--- config.mk ---
export PLATFORM = sky130hd
export DESIGN_NAME = sliding_window_min_max_mean_core_flat
export DESIGN_NICKNAME = d
export VERILOG_FILES = /design/src/design/swmm_pkg.sv /design/src/design/swmm_sample_if.sv /design/src/design/swmm_result_if.sv /design/src/design/swmm_cell.sv /design/src/design/swmm_divider.sv /design/src/design/sliding_window_min_max_mean_core.sv /design/src/flat_wrapper.sv
export SDC_FILE = /design/constraint.sdc
export NUM_CORES = 2
export LEC_CHECK = 0
export ABC_AREA = 1
export BUFFER_PORTS_ARGS = -buffer_cell sky130_fd_sc_hd__buf_2
export CELL_PAD_IN_SITES_DETAIL_PLACEMENT = 2
export CELL_PAD_IN_SITES_GLOBAL_PLACEMENT = 2
export CORE_MARGIN = 1
export CORE_UTILIZATION = 43
export CTS_BUF_LIST = sky130_fd_sc_hd__clkbuf_4 sky130_fd_sc_hd__clkbuf_8
export DETAILED_ROUTE_END_ITERATION = 6
export PLACE_DENSITY_LB_ADDON = 0.08
export SYNTH_ARGS = -nofsm -noshare
export SYNTH_HDL_FRONTEND = slang
export SYNTH_SLANG_ARGS = --single-unit
--- constraint.sdc ---
create_clock -name clk_i -period 30.3 [get_ports clk_i]
set_input_delay 6.06 -clock clk_i [delete_from_list [all_inputs] [get_ports clk_i]]
set_output_delay 6.06 -clock clk_i [all_outputs]
set_load 0.02 [all_outputs]
--- src/design/swmm_pkg.sv ---
// shared constants and types for the sliding window min/max/mean block
// no dependencies
package swmm_pkg;

  // default sizes
  localparam int unsigned SWMM_MAX_WINDOW   = 16;
  localparam int unsigned SWMM_SAMPLE_WIDTH = 16;

  // fixed field widths
  localparam int unsigned SWMM_WIN_LEN_W = 5;
  localparam int unsigned SWMM_COUNT_W   = 5;

  localparam logic [SWMM_WIN_LEN_W-1:0] SWMM_WIN_LEN_RESET = 5'd16;

  // sequencer states
  typedef enum logic [3:0] {
    ST_IDLE = 4'b0001,
    ST_SCAN = 4'b0010,
    ST_DIV  = 4'b0100,
    ST_DONE = 4'b1000
  } swmm_state_e;

  // control to each window cell
  typedef struct packed {
    logic shift;    // take the neighbor's sample
    logic live;     // this cell holds a live sample
  } swmm_cell_ctrl_t;

endpackage

--- src/design/swmm_sample_if.sv ---
// input item channel: one signed speed sample per item
// depends on swmm_pkg
interface swmm_sample_if import swmm_pkg::*; #(
  parameter int unsigned SAMPLE_WIDTH = SWMM_SAMPLE_WIDTH
) ();
  logic                           valid;
  logic                           ready;
  logic signed [SAMPLE_WIDTH-1:0] speed_sample;

  modport source (output valid, output speed_sample, input ready);
  modport sink   (input valid, input speed_sample, output ready);
endinterface

--- src/design/swmm_result_if.sv ---
// result item channel: window min, max, mean and fill count
// depends on swmm_pkg
interface swmm_result_if import swmm_pkg::*; #(
  parameter int unsigned SAMPLE_WIDTH = SWMM_SAMPLE_WIDTH
) ();
  logic                           valid;
  logic                           ready;
  logic signed [SAMPLE_WIDTH-1:0] window_min;
  logic signed [SAMPLE_WIDTH-1:0] window_max;
  logic signed [SAMPLE_WIDTH-1:0] window_mean;
  logic [SWMM_COUNT_W-1:0]        fill_count;

  modport source (output valid, output window_min, output window_max,
                  output window_mean, output fill_count, input ready);
  modport sink   (input valid, input window_min, input window_max,
                  input window_mean, input fill_count, output ready);
endinterface

--- src/design/swmm_cell.sv ---
// one window cell: holds a sample, shifts it to the older neighbor and
// folds it into the running min/max/sum passed along the chain; uses swmm_pkg
module swmm_cell import swmm_pkg::*; #(
  parameter int unsigned SAMPLE_WIDTH = SWMM_SAMPLE_WIDTH,
  parameter int unsigned SUM_W        = SWMM_SAMPLE_WIDTH + 4
) (
  input  logic                           clk_i,
  input  swmm_cell_ctrl_t                ctrl_i,
  input  logic signed [SAMPLE_WIDTH-1:0] sample_i,
  output logic signed [SAMPLE_WIDTH-1:0] sample_o,
  input  logic signed [SAMPLE_WIDTH-1:0] min_i,
  input  logic signed [SAMPLE_WIDTH-1:0] max_i,
  input  logic signed [SUM_W-1:0]        sum_i,
  output logic signed [SAMPLE_WIDTH-1:0] min_o,
  output logic signed [SAMPLE_WIDTH-1:0] max_o,
  output logic signed [SUM_W-1:0]        sum_o
);

  logic signed [SAMPLE_WIDTH-1:0] sample_q, sample_d;
  logic signed [SAMPLE_WIDTH-1:0] min_q, min_d;
  logic signed [SAMPLE_WIDTH-1:0] max_q, max_d;
  logic signed [SUM_W-1:0]        sum_q, sum_d;

  // sample shift on push
  assign sample_d = ctrl_i.shift ? sample_i : sample_q;

  // fold own sample into the partial from the newer neighbor
  always_comb begin
    min_d = min_i;
    max_d = max_i;
    sum_d = sum_i;
    if (ctrl_i.live) begin
      if (sample_q < min_i) begin
        min_d = sample_q;
      end
      if (sample_q > max_i) begin
        max_d = sample_q;
      end
      sum_d = sum_i + SUM_W'(sample_q);
    end
  end

  always_ff @(posedge clk_i) begin
    sample_q <= sample_d;
    min_q    <= min_d;
    max_q    <= max_d;
    sum_q    <= sum_d;
  end

  assign sample_o = sample_q;
  assign min_o    = min_q;
  assign max_o    = max_q;
  assign sum_o    = sum_q;

endmodule

--- src/design/swmm_divider.sv ---
// serial signed divide of the window sum by the fill count, one quotient
// bit per cycle, truncating toward zero; uses swmm_pkg
module swmm_divider import swmm_pkg::*; #(
  parameter int unsigned SUM_W = SWMM_SAMPLE_WIDTH + 4,
  parameter int unsigned CNT_W = 5,
  parameter int unsigned Q_W   = SWMM_SAMPLE_WIDTH
) (
  input  logic                    clk_i,
  input  logic                    rst_ni,
  input  logic                    start_i,
  input  logic signed [SUM_W-1:0] dividend_i,
  input  logic [CNT_W-1:0]        divisor_i,
  output logic                    done_o,
  output logic signed [Q_W-1:0]   quotient_o
);

  localparam int unsigned ITER_W = (SUM_W > 1) ? $clog2(SUM_W) : 1;

  logic              busy_q, busy_d;
  logic              done_q, done_d;
  logic [ITER_W-1:0] iter_q, iter_d;
  logic              neg_q, neg_d;
  logic [SUM_W-1:0]  quo_q, quo_d;
  logic [CNT_W-1:0]  rem_q, rem_d;
  logic [CNT_W-1:0]  div_q, div_d;
  logic [CNT_W:0]    rem_sh;
  logic [CNT_W:0]    diff;
  logic              ge;
  logic [SUM_W-1:0]  quo_signed;

  // one restoring step
  assign rem_sh = {rem_q, quo_q[SUM_W-1]};
  assign diff   = rem_sh - {1'b0, div_q};
  assign ge     = (rem_sh >= {1'b0, div_q});

  always_comb begin
    busy_d = busy_q;
    done_d = 1'b0;
    iter_d = iter_q;
    neg_d  = neg_q;
    quo_d  = quo_q;
    rem_d  = rem_q;
    div_d  = div_q;
    if (start_i) begin
      busy_d = 1'b1;
      iter_d = '0;
      neg_d  = dividend_i[SUM_W-1];
      quo_d  = dividend_i[SUM_W-1] ? (~dividend_i + SUM_W'(1)) : dividend_i;
      rem_d  = '0;
      div_d  = divisor_i;
    end else if (busy_q) begin
      quo_d  = {quo_q[SUM_W-2:0], ge};
      rem_d  = ge ? diff[CNT_W-1:0] : rem_sh[CNT_W-1:0];
      iter_d = iter_q + ITER_W'(1);
      if (iter_q == ITER_W'(SUM_W - 1)) begin
        busy_d = 1'b0;
        done_d = 1'b1;
      end
    end
  end

  // control state
  always_ff @(posedge clk_i or negedge rst_ni) begin
    if (!rst_ni) begin
      busy_q <= 1'b0;
      done_q <= 1'b0;
      iter_q <= '0;
    end else begin
      busy_q <= busy_d;
      done_q <= done_d;
      iter_q <= iter_d;
    end
  end

  // datapath
  always_ff @(posedge clk_i) begin
    neg_q <= neg_d;
    quo_q <= quo_d;
    rem_q <= rem_d;
    div_q <= div_d;
  end

  // restore the sign; magnitude never exceeds the sample range
  assign quo_signed = neg_q ? (~quo_q + SUM_W'(1)) : quo_q;
  assign quotient_o = quo_signed[Q_W-1:0];
  assign done_o     = done_q;

endmodule

--- src/design/sliding_window_min_max_mean_core.sv ---
// Sliding window min/max/mean over signed speed samples. Each accepted item
// pushes one sample into a chain of MAX_WINDOW cells (newest in cell 0) and
// returns the lowest, highest and mean (truncated toward zero) of the held
// samples together with the fill count. One item is in work at a time: after
// the push the min/max/sum partials ripple through the cell chain, then a
// serial divider works out the mean one quotient bit per cycle, and only
// after the result is loaded is the next item accepted. A finished result
// waits in the output register while the next item is taken. window_len of 0
// acts as 1 and a value above MAX_WINDOW acts as MAX_WINDOW; shortening the
// window drops the oldest samples on the next push. Write window_len only
// while idle.
// Depends on swmm_pkg, swmm_sample_if, swmm_result_if, swmm_cell, swmm_divider.
module sliding_window_min_max_mean_core import swmm_pkg::*; #(
  parameter int unsigned MAX_WINDOW   = SWMM_MAX_WINDOW,
  parameter int unsigned SAMPLE_WIDTH = SWMM_SAMPLE_WIDTH
) (
  input  logic                      clk_i,
  input  logic                      rst_ni,
  input  logic                      window_len_we_i,
  input  logic [SWMM_WIN_LEN_W-1:0] window_len_i,
  swmm_sample_if.sink               sample_if,
  swmm_result_if.source             result_if
);

  localparam int unsigned CNT_W = $clog2(MAX_WINDOW + 1);
  localparam int unsigned SUM_W = SAMPLE_WIDTH + $clog2(MAX_WINDOW);
  localparam int unsigned CMP_W = (SWMM_WIN_LEN_W > CNT_W) ? SWMM_WIN_LEN_W : CNT_W;

  localparam logic signed [SAMPLE_WIDTH-1:0] SAMPLE_TOP = {1'b0, {(SAMPLE_WIDTH-1){1'b1}}};
  localparam logic signed [SAMPLE_WIDTH-1:0] SAMPLE_BOT = {1'b1, {(SAMPLE_WIDTH-1){1'b0}}};

  swmm_state_e state_q, state_d;

  logic [SWMM_WIN_LEN_W-1:0] window_len_q;
  logic [CNT_W-1:0]          count_q, count_d;
  logic [CNT_W-1:0]          scan_cnt_q, scan_cnt_d;
  logic [CNT_W-1:0]          len_eff;
  logic [CNT_W-1:0]          keep;
  logic [CMP_W-1:0]          len_wide;
  logic                      in_accept;
  logic                      scan_done;
  logic                      div_start;
  logic                      div_done;
  logic signed [SAMPLE_WIDTH-1:0] div_quotient;
  logic                      out_load;
  logic                      out_valid_q, out_valid_d;

  logic signed [SAMPLE_WIDTH-1:0] out_min_q, out_max_q, out_mean_q;
  logic [SWMM_COUNT_W-1:0]        out_count_q;

  // cell chain links
  logic signed [SAMPLE_WIDTH-1:0] chain_sample [0:MAX_WINDOW];
  logic signed [SAMPLE_WIDTH-1:0] chain_min    [0:MAX_WINDOW];
  logic signed [SAMPLE_WIDTH-1:0] chain_max    [0:MAX_WINDOW];
  logic signed [SUM_W-1:0]        chain_sum    [0:MAX_WINDOW];

  assign in_accept       = sample_if.valid && sample_if.ready;
  assign sample_if.ready = (state_q == ST_IDLE);

  // window length register
  always_ff @(posedge clk_i or negedge rst_ni) begin
    if (!rst_ni) begin
      window_len_q <= SWMM_WIN_LEN_RESET;
    end else if (window_len_we_i) begin
      window_len_q <= window_len_i;
    end
  end

  // effective length and samples kept across a push
  always_comb begin
    len_wide = CMP_W'(window_len_q);
    if (window_len_q == '0) begin
      len_eff = CNT_W'(1);
    end else if (len_wide > CMP_W'(MAX_WINDOW)) begin
      len_eff = CNT_W'(MAX_WINDOW);
    end else begin
      len_eff = len_wide[CNT_W-1:0];
    end
    keep = (count_q > (len_eff - CNT_W'(1))) ? (len_eff - CNT_W'(1)) : count_q;
  end

  // cell chain, newest sample enters at cell 0
  assign chain_sample[0] = sample_if.speed_sample;
  assign chain_min[0]    = SAMPLE_TOP;
  assign chain_max[0]    = SAMPLE_BOT;
  assign chain_sum[0]    = '0;

  for (genvar gi = 0; gi < MAX_WINDOW; gi++) begin : g_cell
    swmm_cell_ctrl_t cell_ctrl;

    assign cell_ctrl.shift = in_accept;
    assign cell_ctrl.live  = (CNT_W'(gi) < count_q);

    swmm_cell #(
      .SAMPLE_WIDTH (SAMPLE_WIDTH),
      .SUM_W        (SUM_W)
    ) u_cell (
      .clk_i    (clk_i),
      .ctrl_i   (cell_ctrl),
      .sample_i (chain_sample[gi]),
      .sample_o (chain_sample[gi+1]),
      .min_i    (chain_min[gi]),
      .max_i    (chain_max[gi]),
      .sum_i    (chain_sum[gi]),
      .min_o    (chain_min[gi+1]),
      .max_o    (chain_max[gi+1]),
      .sum_o    (chain_sum[gi+1])
    );
  end

  // mean divider
  assign scan_done = (scan_cnt_q == CNT_W'(MAX_WINDOW));
  assign div_start = (state_q == ST_SCAN) && scan_done;

  swmm_divider #(
    .SUM_W (SUM_W),
    .CNT_W (CNT_W),
    .Q_W   (SAMPLE_WIDTH)
  ) u_divider (
    .clk_i      (clk_i),
    .rst_ni     (rst_ni),
    .start_i    (div_start),
    .dividend_i (chain_sum[MAX_WINDOW]),
    .divisor_i  (count_q),
    .done_o     (div_done),
    .quotient_o (div_quotient)
  );

  // sequencer
  always_comb begin
    state_d    = state_q;
    count_d    = count_q;
    scan_cnt_d = scan_cnt_q;
    out_load   = 1'b0;
    case (state_q)
      ST_IDLE: begin
        if (in_accept) begin
          count_d    = keep + CNT_W'(1);
          scan_cnt_d = '0;
          state_d    = ST_SCAN;
        end
      end
      ST_SCAN: begin
        if (scan_done) begin
          state_d = ST_DIV;
        end else begin
          scan_cnt_d = scan_cnt_q + CNT_W'(1);
        end
      end
      ST_DIV: begin
        if (div_done) begin
          state_d = ST_DONE;
        end
      end
      ST_DONE: begin
        if (!out_valid_q || result_if.ready) begin
          out_load = 1'b1;
          state_d  = ST_IDLE;
        end
      end
      default: begin
        state_d = ST_IDLE;
      end
    endcase
  end

  // output valid flag
  always_comb begin
    out_valid_d = out_valid_q;
    if (out_load) begin
      out_valid_d = 1'b1;
    end else if (result_if.ready) begin
      out_valid_d = 1'b0;
    end
  end

  always_ff @(posedge clk_i or negedge rst_ni) begin
    if (!rst_ni) begin
      state_q     <= ST_IDLE;
      count_q     <= '0;
      scan_cnt_q  <= '0;
      out_valid_q <= 1'b0;
    end else begin
      state_q     <= state_d;
      count_q     <= count_d;
      scan_cnt_q  <= scan_cnt_d;
      out_valid_q <= out_valid_d;
    end
  end

  // output item register
  always_ff @(posedge clk_i) begin
    if (out_load) begin
      out_min_q   <= chain_min[MAX_WINDOW];
      out_max_q   <= chain_max[MAX_WINDOW];
      out_mean_q  <= div_quotient;
      out_count_q <= SWMM_COUNT_W'(count_q);
    end
  end

  assign result_if.valid       = out_valid_q;
  assign result_if.window_min  = out_min_q;
  assign result_if.window_max  = out_max_q;
  assign result_if.window_mean = out_mean_q;
  assign result_if.fill_count  = out_count_q;

endmodule

--- src/flat_wrapper.sv ---
// flat-port wrapper written by rule: the top's interface ports become plain ports
module sliding_window_min_max_mean_core_flat import swmm_pkg::*;
#(
  parameter int unsigned MAX_WINDOW   = SWMM_MAX_WINDOW,
  parameter int unsigned SAMPLE_WIDTH = SWMM_SAMPLE_WIDTH
)
  (clk_i, rst_ni, window_len_we_i, window_len_i, sample_if_valid, sample_if_speed_sample, sample_if_ready, result_if_valid, result_if_window_min, result_if_window_max, result_if_window_mean, result_if_fill_count, result_if_ready);
  swmm_sample_if #(.SAMPLE_WIDTH(SAMPLE_WIDTH)) sample_if_i ();
  swmm_result_if #(.SAMPLE_WIDTH(SAMPLE_WIDTH)) result_if_i ();
  input  logic clk_i;
  input  logic rst_ni;
  input  logic window_len_we_i;
  input  logic [SWMM_WIN_LEN_W-1:0] window_len_i;
  input wire logic [$bits(sample_if_i.valid)-1:0] sample_if_valid;
  input wire logic [$bits(sample_if_i.speed_sample)-1:0] sample_if_speed_sample;
  output wire logic [$bits(sample_if_i.ready)-1:0] sample_if_ready;
  output wire logic [$bits(result_if_i.valid)-1:0] result_if_valid;
  output wire logic [$bits(result_if_i.window_min)-1:0] result_if_window_min;
  output wire logic [$bits(result_if_i.window_max)-1:0] result_if_window_max;
  output wire logic [$bits(result_if_i.window_mean)-1:0] result_if_window_mean;
  output wire logic [$bits(result_if_i.fill_count)-1:0] result_if_fill_count;
  input wire logic [$bits(result_if_i.ready)-1:0] result_if_ready;
  assign sample_if_i.valid = sample_if_valid;
  assign sample_if_i.speed_sample = sample_if_speed_sample;
  assign sample_if_ready = sample_if_i.ready;
  assign result_if_valid = result_if_i.valid;
  assign result_if_window_min = result_if_i.window_min;
  assign result_if_window_max = result_if_i.window_max;
  assign result_if_window_mean = result_if_i.window_mean;
  assign result_if_fill_count = result_if_i.fill_count;
  assign result_if_i.ready = result_if_ready;
  sliding_window_min_max_mean_core #(.MAX_WINDOW(MAX_WINDOW), .SAMPLE_WIDTH(SAMPLE_WIDTH)) u_core (.clk_i(clk_i), .rst_ni(rst_ni), .window_len_we_i(window_len_we_i), .window_len_i(window_len_i), .sample_if(sample_if_i), .result_if(result_if_i));
endmodule
Word level (Yosys, flattened, before mapping)
Index checks and enable logic that the tools add are counted.
{"block": "totals", "reg_bits": 1195, "latchBits": 0, "n_memories": 0, "ramBits": 0, "romBits": 0}
{"block": "op_classes", "n_shift": 0, "add_sub_neg": 22, "bitwise": 2, "div": 0, "mul": 0, "n_reduce_logical": 13, "order_cmp": 51, "muxes": 103, "n_eq_ne": 11}
{"operator": "$mux 16", "n": 61}
{"operator": "$mux 20", "n": 18}
{"operator": "$add 20x16->20", "n": 14}
{"operator": "$gt 16x16->1", "n": 15}
{"operator": "$lt 16x16->1", "n": 15}
{"operator": "$lt 4x5->1 const A", "n": 8}
{"operator": "$mux 5", "n": 8}
{"operator": "$add 20x2->20 const B", "n": 1}
{"operator": "$lt 3x5->1 const A", "n": 4}
{"operator": "$not 20->20", "n": 1}
{"operator": "$add 16x16->17", "n": 1}
{"operator": "$add 16x1->16 const B", "n": 1}
{"operator": "$gt 16x16->1 const B", "n": 1}
{"operator": "$lt 16x16->1 const B", "n": 1}
{"operator": "$mux 4", "n": 4}
{"operator": "$not 16->16", "n": 1}
{"operator": "$pmux 4 s4", "n": 1}
{"operator": "$add 5x1->5 const B", "n": 3}
{"operator": "$eq 5x5->1 const B", "n": 2}
{"operator": "$lt 1x5->1 const A", "n": 2}
{"operator": "$lt 2x5->1 const A", "n": 2}
{"operator": "$mux 1", "n": 10}
{"operator": "$pmux 5 s2", "n": 1}
{"operator": "$ge 6x5->1", "n": 1}
{"operator": "18 further kinds", "n": 26}

Depth between registers and ports, before layout
{"block": "logic_depth", "word_depth": 7, "mapped_depth": 21, "mapped_depth_nobuf": 21}

Cells and area by module
Synthesis repeated with hierarchy kept, for this count alone.
{"block": "hier_totals", "cells_unflattened": 9493, "hier_area_um2": 74493.9}
{"mod": "swmm_cell (u_core.g_cell[10].u_cell ...)", "cells_per_inst": 558, "area_each_um2": 4341.7, "seq_area_each_um2": 1521.5, "instances": 10}
{"mod": "swmm_cell (u_core.g_cell[0].u_cell ...)", "cells_per_inst": 553, "area_each_um2": 4261.6, "seq_area_each_um2": 1521.5, "instances": 3}
{"mod": "swmm_cell (u_core.g_cell[8].u_cell ...)", "cells_per_inst": 553, "area_each_um2": 4210.3, "seq_area_each_um2": 1521.5, "instances": 2}
{"mod": "swmm_cell (u_core.g_cell[12].u_cell)", "cells_per_inst": 555, "area_each_um2": 4207.8, "seq_area_each_um2": 1521.5, "instances": 1}
{"mod": "sliding_window_min_max_mean_core", "cells_per_inst": 240, "area_each_um2": 3015.4, "seq_area_each_um2": 2094.5, "instances": 1}
{"mod": "swmm_divider", "cells_per_inst": 353, "area_each_um2": 2648.8, "seq_area_each_um2": 1056.0, "instances": 1}

Worst setup path before layout
Ideal clock, no wire load.
{"block": "synth_path", "kind": "input to register", "startpoint": "input sample_if_valid", "endpoint": "register u_core.count_q[0]", "path_stages": 4, "arrival_ps": 19049, "t_required_ps": 30162, "path_slack_ps": 11113, "path_cell_list": "inv_1 > nor2_1 > inv_1 > o21ai_0"}
{"block": "synth_via", "elab_chain_len": 2}
{"item": "start, declared", "line_no": "flat_wrapper.sv:14", "source": "input wire logic [$bits(sample_if_i.valid)-1:0] sample_if_valid;"}
{"item": "$logic_and 1x1->1", "line_no": "sliding_window_min_max_mean_core.sv:57", "source": "assign in_accept = sample_if.valid && sample_if.ready;"}
{"item": "via u_core.in_accept", "line_no": "sliding_window_min_max_mean_core.sv:40", "source": "logic in_accept;"}
{"item": "$reduce_and 2->1 (no source line)"}
{"item": "end signal, assigned", "line_no": "sliding_window_min_max_mean_core.sv:185", "source": "count_q <= count_d;"}
{"item": "end, declared", "line_no": "sliding_window_min_max_mean_core.sv:35", "source": "logic [CNT_W-1:0] count_q, count_d;"}
The timed path passes the listed nets, and every way through them passes these cells.
A chain may end at the register's enable or synchronous reset.

Worst setup path in the final report
{"block": "layout_path", "startpoint": "register u_core.state_q[3]", "endpoint": "output sample_if_ready"}
{"block": "layout_via", "elab_chain_len": 1}
{"item": "start, declared", "line_no": "sliding_window_min_max_mean_core.sv:32", "source": "swmm_state_e state_q, state_d;"}
{"item": "start signal, assigned", "line_no": "sliding_window_min_max_mean_core.sv:184", "source": "state_q <= state_d;"}
{"item": "$eq 4x1->1", "line_no": "sliding_window_min_max_mean_core.sv:58", "source": "assign sample_if.ready = (state_q == ST_IDLE);"}
{"item": "end, declared", "line_no": "flat_wrapper.sv:16", "source": "output wire logic [$bits(sample_if_i.ready)-1:0] sample_if_ready;"}
Every way passes these cells.

==> impl_metrics.toml <==
[status]
outcome = "completed"

[finish]
layout-drive-gt1-share_pct = 6.34
area_delta_synth_final_pct = 10.9
finalNetCount = 9723
fin_cells = 11200

[die]
die_w_um = 399
fp.dieArea_um2 = 159000
die_h_um = 399
core_area_um2 = 156000
rows = 145
ioPinCount = 81
start_util_pct = 43.4

[sta]
hold_violations = 0
drv_slew = 0
worst_pin_slew_ns = 1.28
min_period_ns = 8.18
grt_setup_unrepaired = "false"
finalSetupTns_ns = 0
timing.final.crit_share_pct = 27.0
finClkSkew_ns = 0.0874
setup-violations-final = 0
relSlewSlack_pct = 13.3
fmax_mhz = 122

[worst_setup_path]
cp.arrival_ns = 2.12
startpoint_type = "flip-flop"
cp.required_ns = 24.24
rrSetupSlack_ns = 25.04
path_max_fanout = 4
rr_worst_depth = 13
critPathKind = "flip-flop to output port"
cp-end-kind = "output port"

[logic_synthesis]
synth-warning-count = 0
async_flop_share_pct = 2.27
synth_top_area_share_pct = 24.5
synth_common_cells = "nand2_1 (2585), inv_1 (1098), dfxtp_1 (830)"
synth.area.top_cells = "dfxtp_1 (25%), edfxtp_1 (15%), nand2_1 (14%), ha_1 (14%), inv_1 (6.1%)"
synth_cells = 8786
syn_area_um2 = 67800
syn_nets = 9588
seq_area_frac_synth_pct = 40.3
synth_area_per_cell_um2 = 7.72
yosys_most_used_dff = "dfxtp_1"
ys_seq_elements = 1192
yosysUniqueCellTypes = 50
synth_top_area_cell = "dfxtp_1"
synth_edf_count = 335
synth.most_common_cell = "nand2_1"

[power_and_ir_drop]
vdd_drop_max_v = 0.0000786
powerDensity_nw_per_um2 = 141
leakage_nw = 37.3

[placed_design]
gp_congestion = 0.885
portBuffers = 80
dpl.cell_count = 10800
dp_hpwl_um = 212000

[clock_network]
cts_buffers = 212
cts_tree = "yes"
hold_buffers = 0
clk_latency_ns = 1.00
cts_sinks = 1192
h-tree-depth = 4
root_buffer = "clkbuf_8"
cts_setup_buffers = 0
clk_pin_slew_ns = 0.06
clk_path_buf_depth = 3
cts_resized = 0

[route]
firstDrtPassIters = 5
routedWlPerCell_um = 26.9
wl_um = 301000
detail-route-antenna-nets = 0
drtIter0Drc = 3533
vias_per_cell = 5.85
drc_errors = 0
vias = 65400

[worst_hold_path]
hp-class = "flip-flop to flip-flop"
whs_path_depth = 0

[global_routing]
grt_pass1_vias = 73200
track_usage_pct = 37.2
grt_overflow_total = 0
antenna_found_initial = 12
grt_max_degree = 74
grt_pass1_wl_um = 452000

[job]
drv_cap = 0
==> cell families (layout without fill, tap and decap cells) <==
logic type | Yosys count | after routing | share of synthesized area [%]
buf+inv | 1308 | 1634 | 7.33
mux | 3 | 3 | 0.0498
compound gates | 1146 | 1146 | 9.27
other cells | 1 | 7 | 0.00553
xor+xnor | 182 | 182 | 2.35
fa+ha+maj | 776 | 776 | 14.5
simple gates | 4178 | 4178 | 26.2
flops | 1192 | 1192 | 40.3
==> metrics by stage <==
stage	cell area (µm²)	utilization, %	hold slack [ns]	setup WS (ns)	total power, mW
after floorplan	67800	-	0.386	11.11	6.39
after CTS	75200	48.1	0.406	22.07	10.5
after global placement	70300	44.9	0.387	21.54	7.98
after global routing	75200	48.1	0.413	22.01	11.3
after detailed placement	70300	44.9	0.390	21.39	8.43
final	75200	48.1	0.403	22.12	10.6
==> layout make-up <==
type,count,area [µm²]
fillers,17900,81200
multi-input cells,6286,35500
flip-flops and latches,1192,27400
inverters,1112,4180
clock buffers,309,3880
well taps,2058,2570
clock inverters,96,992
repair buffers,117,678
diodes,6,15.0
==> worst paths after layout <==
kind	end	from
setup / recovery	sample_if_ready	u_core.state_q[3]$_DFFE_PN0P_
hold / removal	u_core.result_if.window_min[11]$_DFFE_PP_	u_core.g_cell[15].u_cell.min_o[11]$_DFF_P_
setup reg to reg	u_core.g_cell[0].u_cell.min_o[7]$_SDFF_PN1_	u_core.count_q[4]$_DFFE_PN0P_
hold reg to reg	u_core.result_if.window_min[11]$_DFFE_PP_	u_core.g_cell[15].u_cell.min_o[11]$_DFF_P_
max in group asynchronous	u_core.u_divider.iter_q[4]$_DFFE_PN0P_	rst_ni
min in group asynchronous	u_core.u_divider.iter_q[3]$_DFFE_PN0P_	rst_ni
==> state kept, by name, indices dropped and copies added, names as in the netlist, 4 cells and up <==
| signal | cells |
|---|---|
| u_core.g_cell.u_cell.sum_o | 313 |
| u_core.state_q | 4 |
| u_core.scan_cnt_q | 5 |
| u_core.g_cell.u_cell.max_o | 256 |
| u_core.result_if.window_mean | 16 |
| u_core.count_q | 5 |
| u_core.result_if.fill_count | 5 |
| u_core.u_divider.div_q | 5 |
| u_core.g_cell.u_cell.sample_o | 256 |
| u_core.u_divider.iter_q | 5 |
| u_core.result_if.window_max | 16 |
| u_core.g_cell.u_cell.min_o | 256 |
| u_core.len_wide | 5 |
| u_core.u_divider.rem_q | 5 |
| u_core.result_if.window_min | 16 |
| u_core.u_divider.quo_q | 20 |
==> cells in the final DEF, fill, tap and decap left out, types with 12 or more instances in the layout <==
master / instances
nand4_1: 414
nand3b_1: 29
nor2_1: 527
nand2_1: 2585
a31oi_1: 76
o21bai_1: 23
clkinv_2: 38
a21o_1: 41
buf_2: 80
inv_2: 12
xor2_1: 131
dfxtp_1: 830
o21ai_0: 452
a21boi_0: 19
inv_1: 1098
clkbuf_4: 60
clkinv_1: 24
nor3_1: 50
buf_4: 37
dfrtp_1: 25
a211oi_1: 18
nand3_1: 493
edfxtp_1: 335
ha_1: 760
bufinv_16: 17
fa_1: 16
clkbuf_8: 249
or2_2: 34
xnor2_1: 51
a21oi_1: 463
nor4_1: 28
==> layer usage <==
metal | global-route usage (%) | share of wire (%) | vias up
met5 | 0 | 0.0093 | -
met4 | 22.7 | 6.7 | 4
met3 | 5.53 | 3.9 | 1004
met2 | 66.9 | 50 | 1882
met1 | 41.3 | 39 | 33000
li1 | - | - | 29500
==> worst max-delay path, cell delays in order, from the launching register on <==
cell	delay, ns
dfrtp_1	0.41
nor2_1	0.22
nand2_1	0.08
nor2_1	0.25
buf_2	0.23
==> where the power goes <==
group	internal [mW]	leakage, nW	total (mW)	switching [mW]
combinational	1.70	24.3	5.58	3.88
clock	0.977	2.57	1.77	0.796
sequential	2.39	10.4	3.25	0.861
No activity file was read; power rests on OpenSTA's default activity.
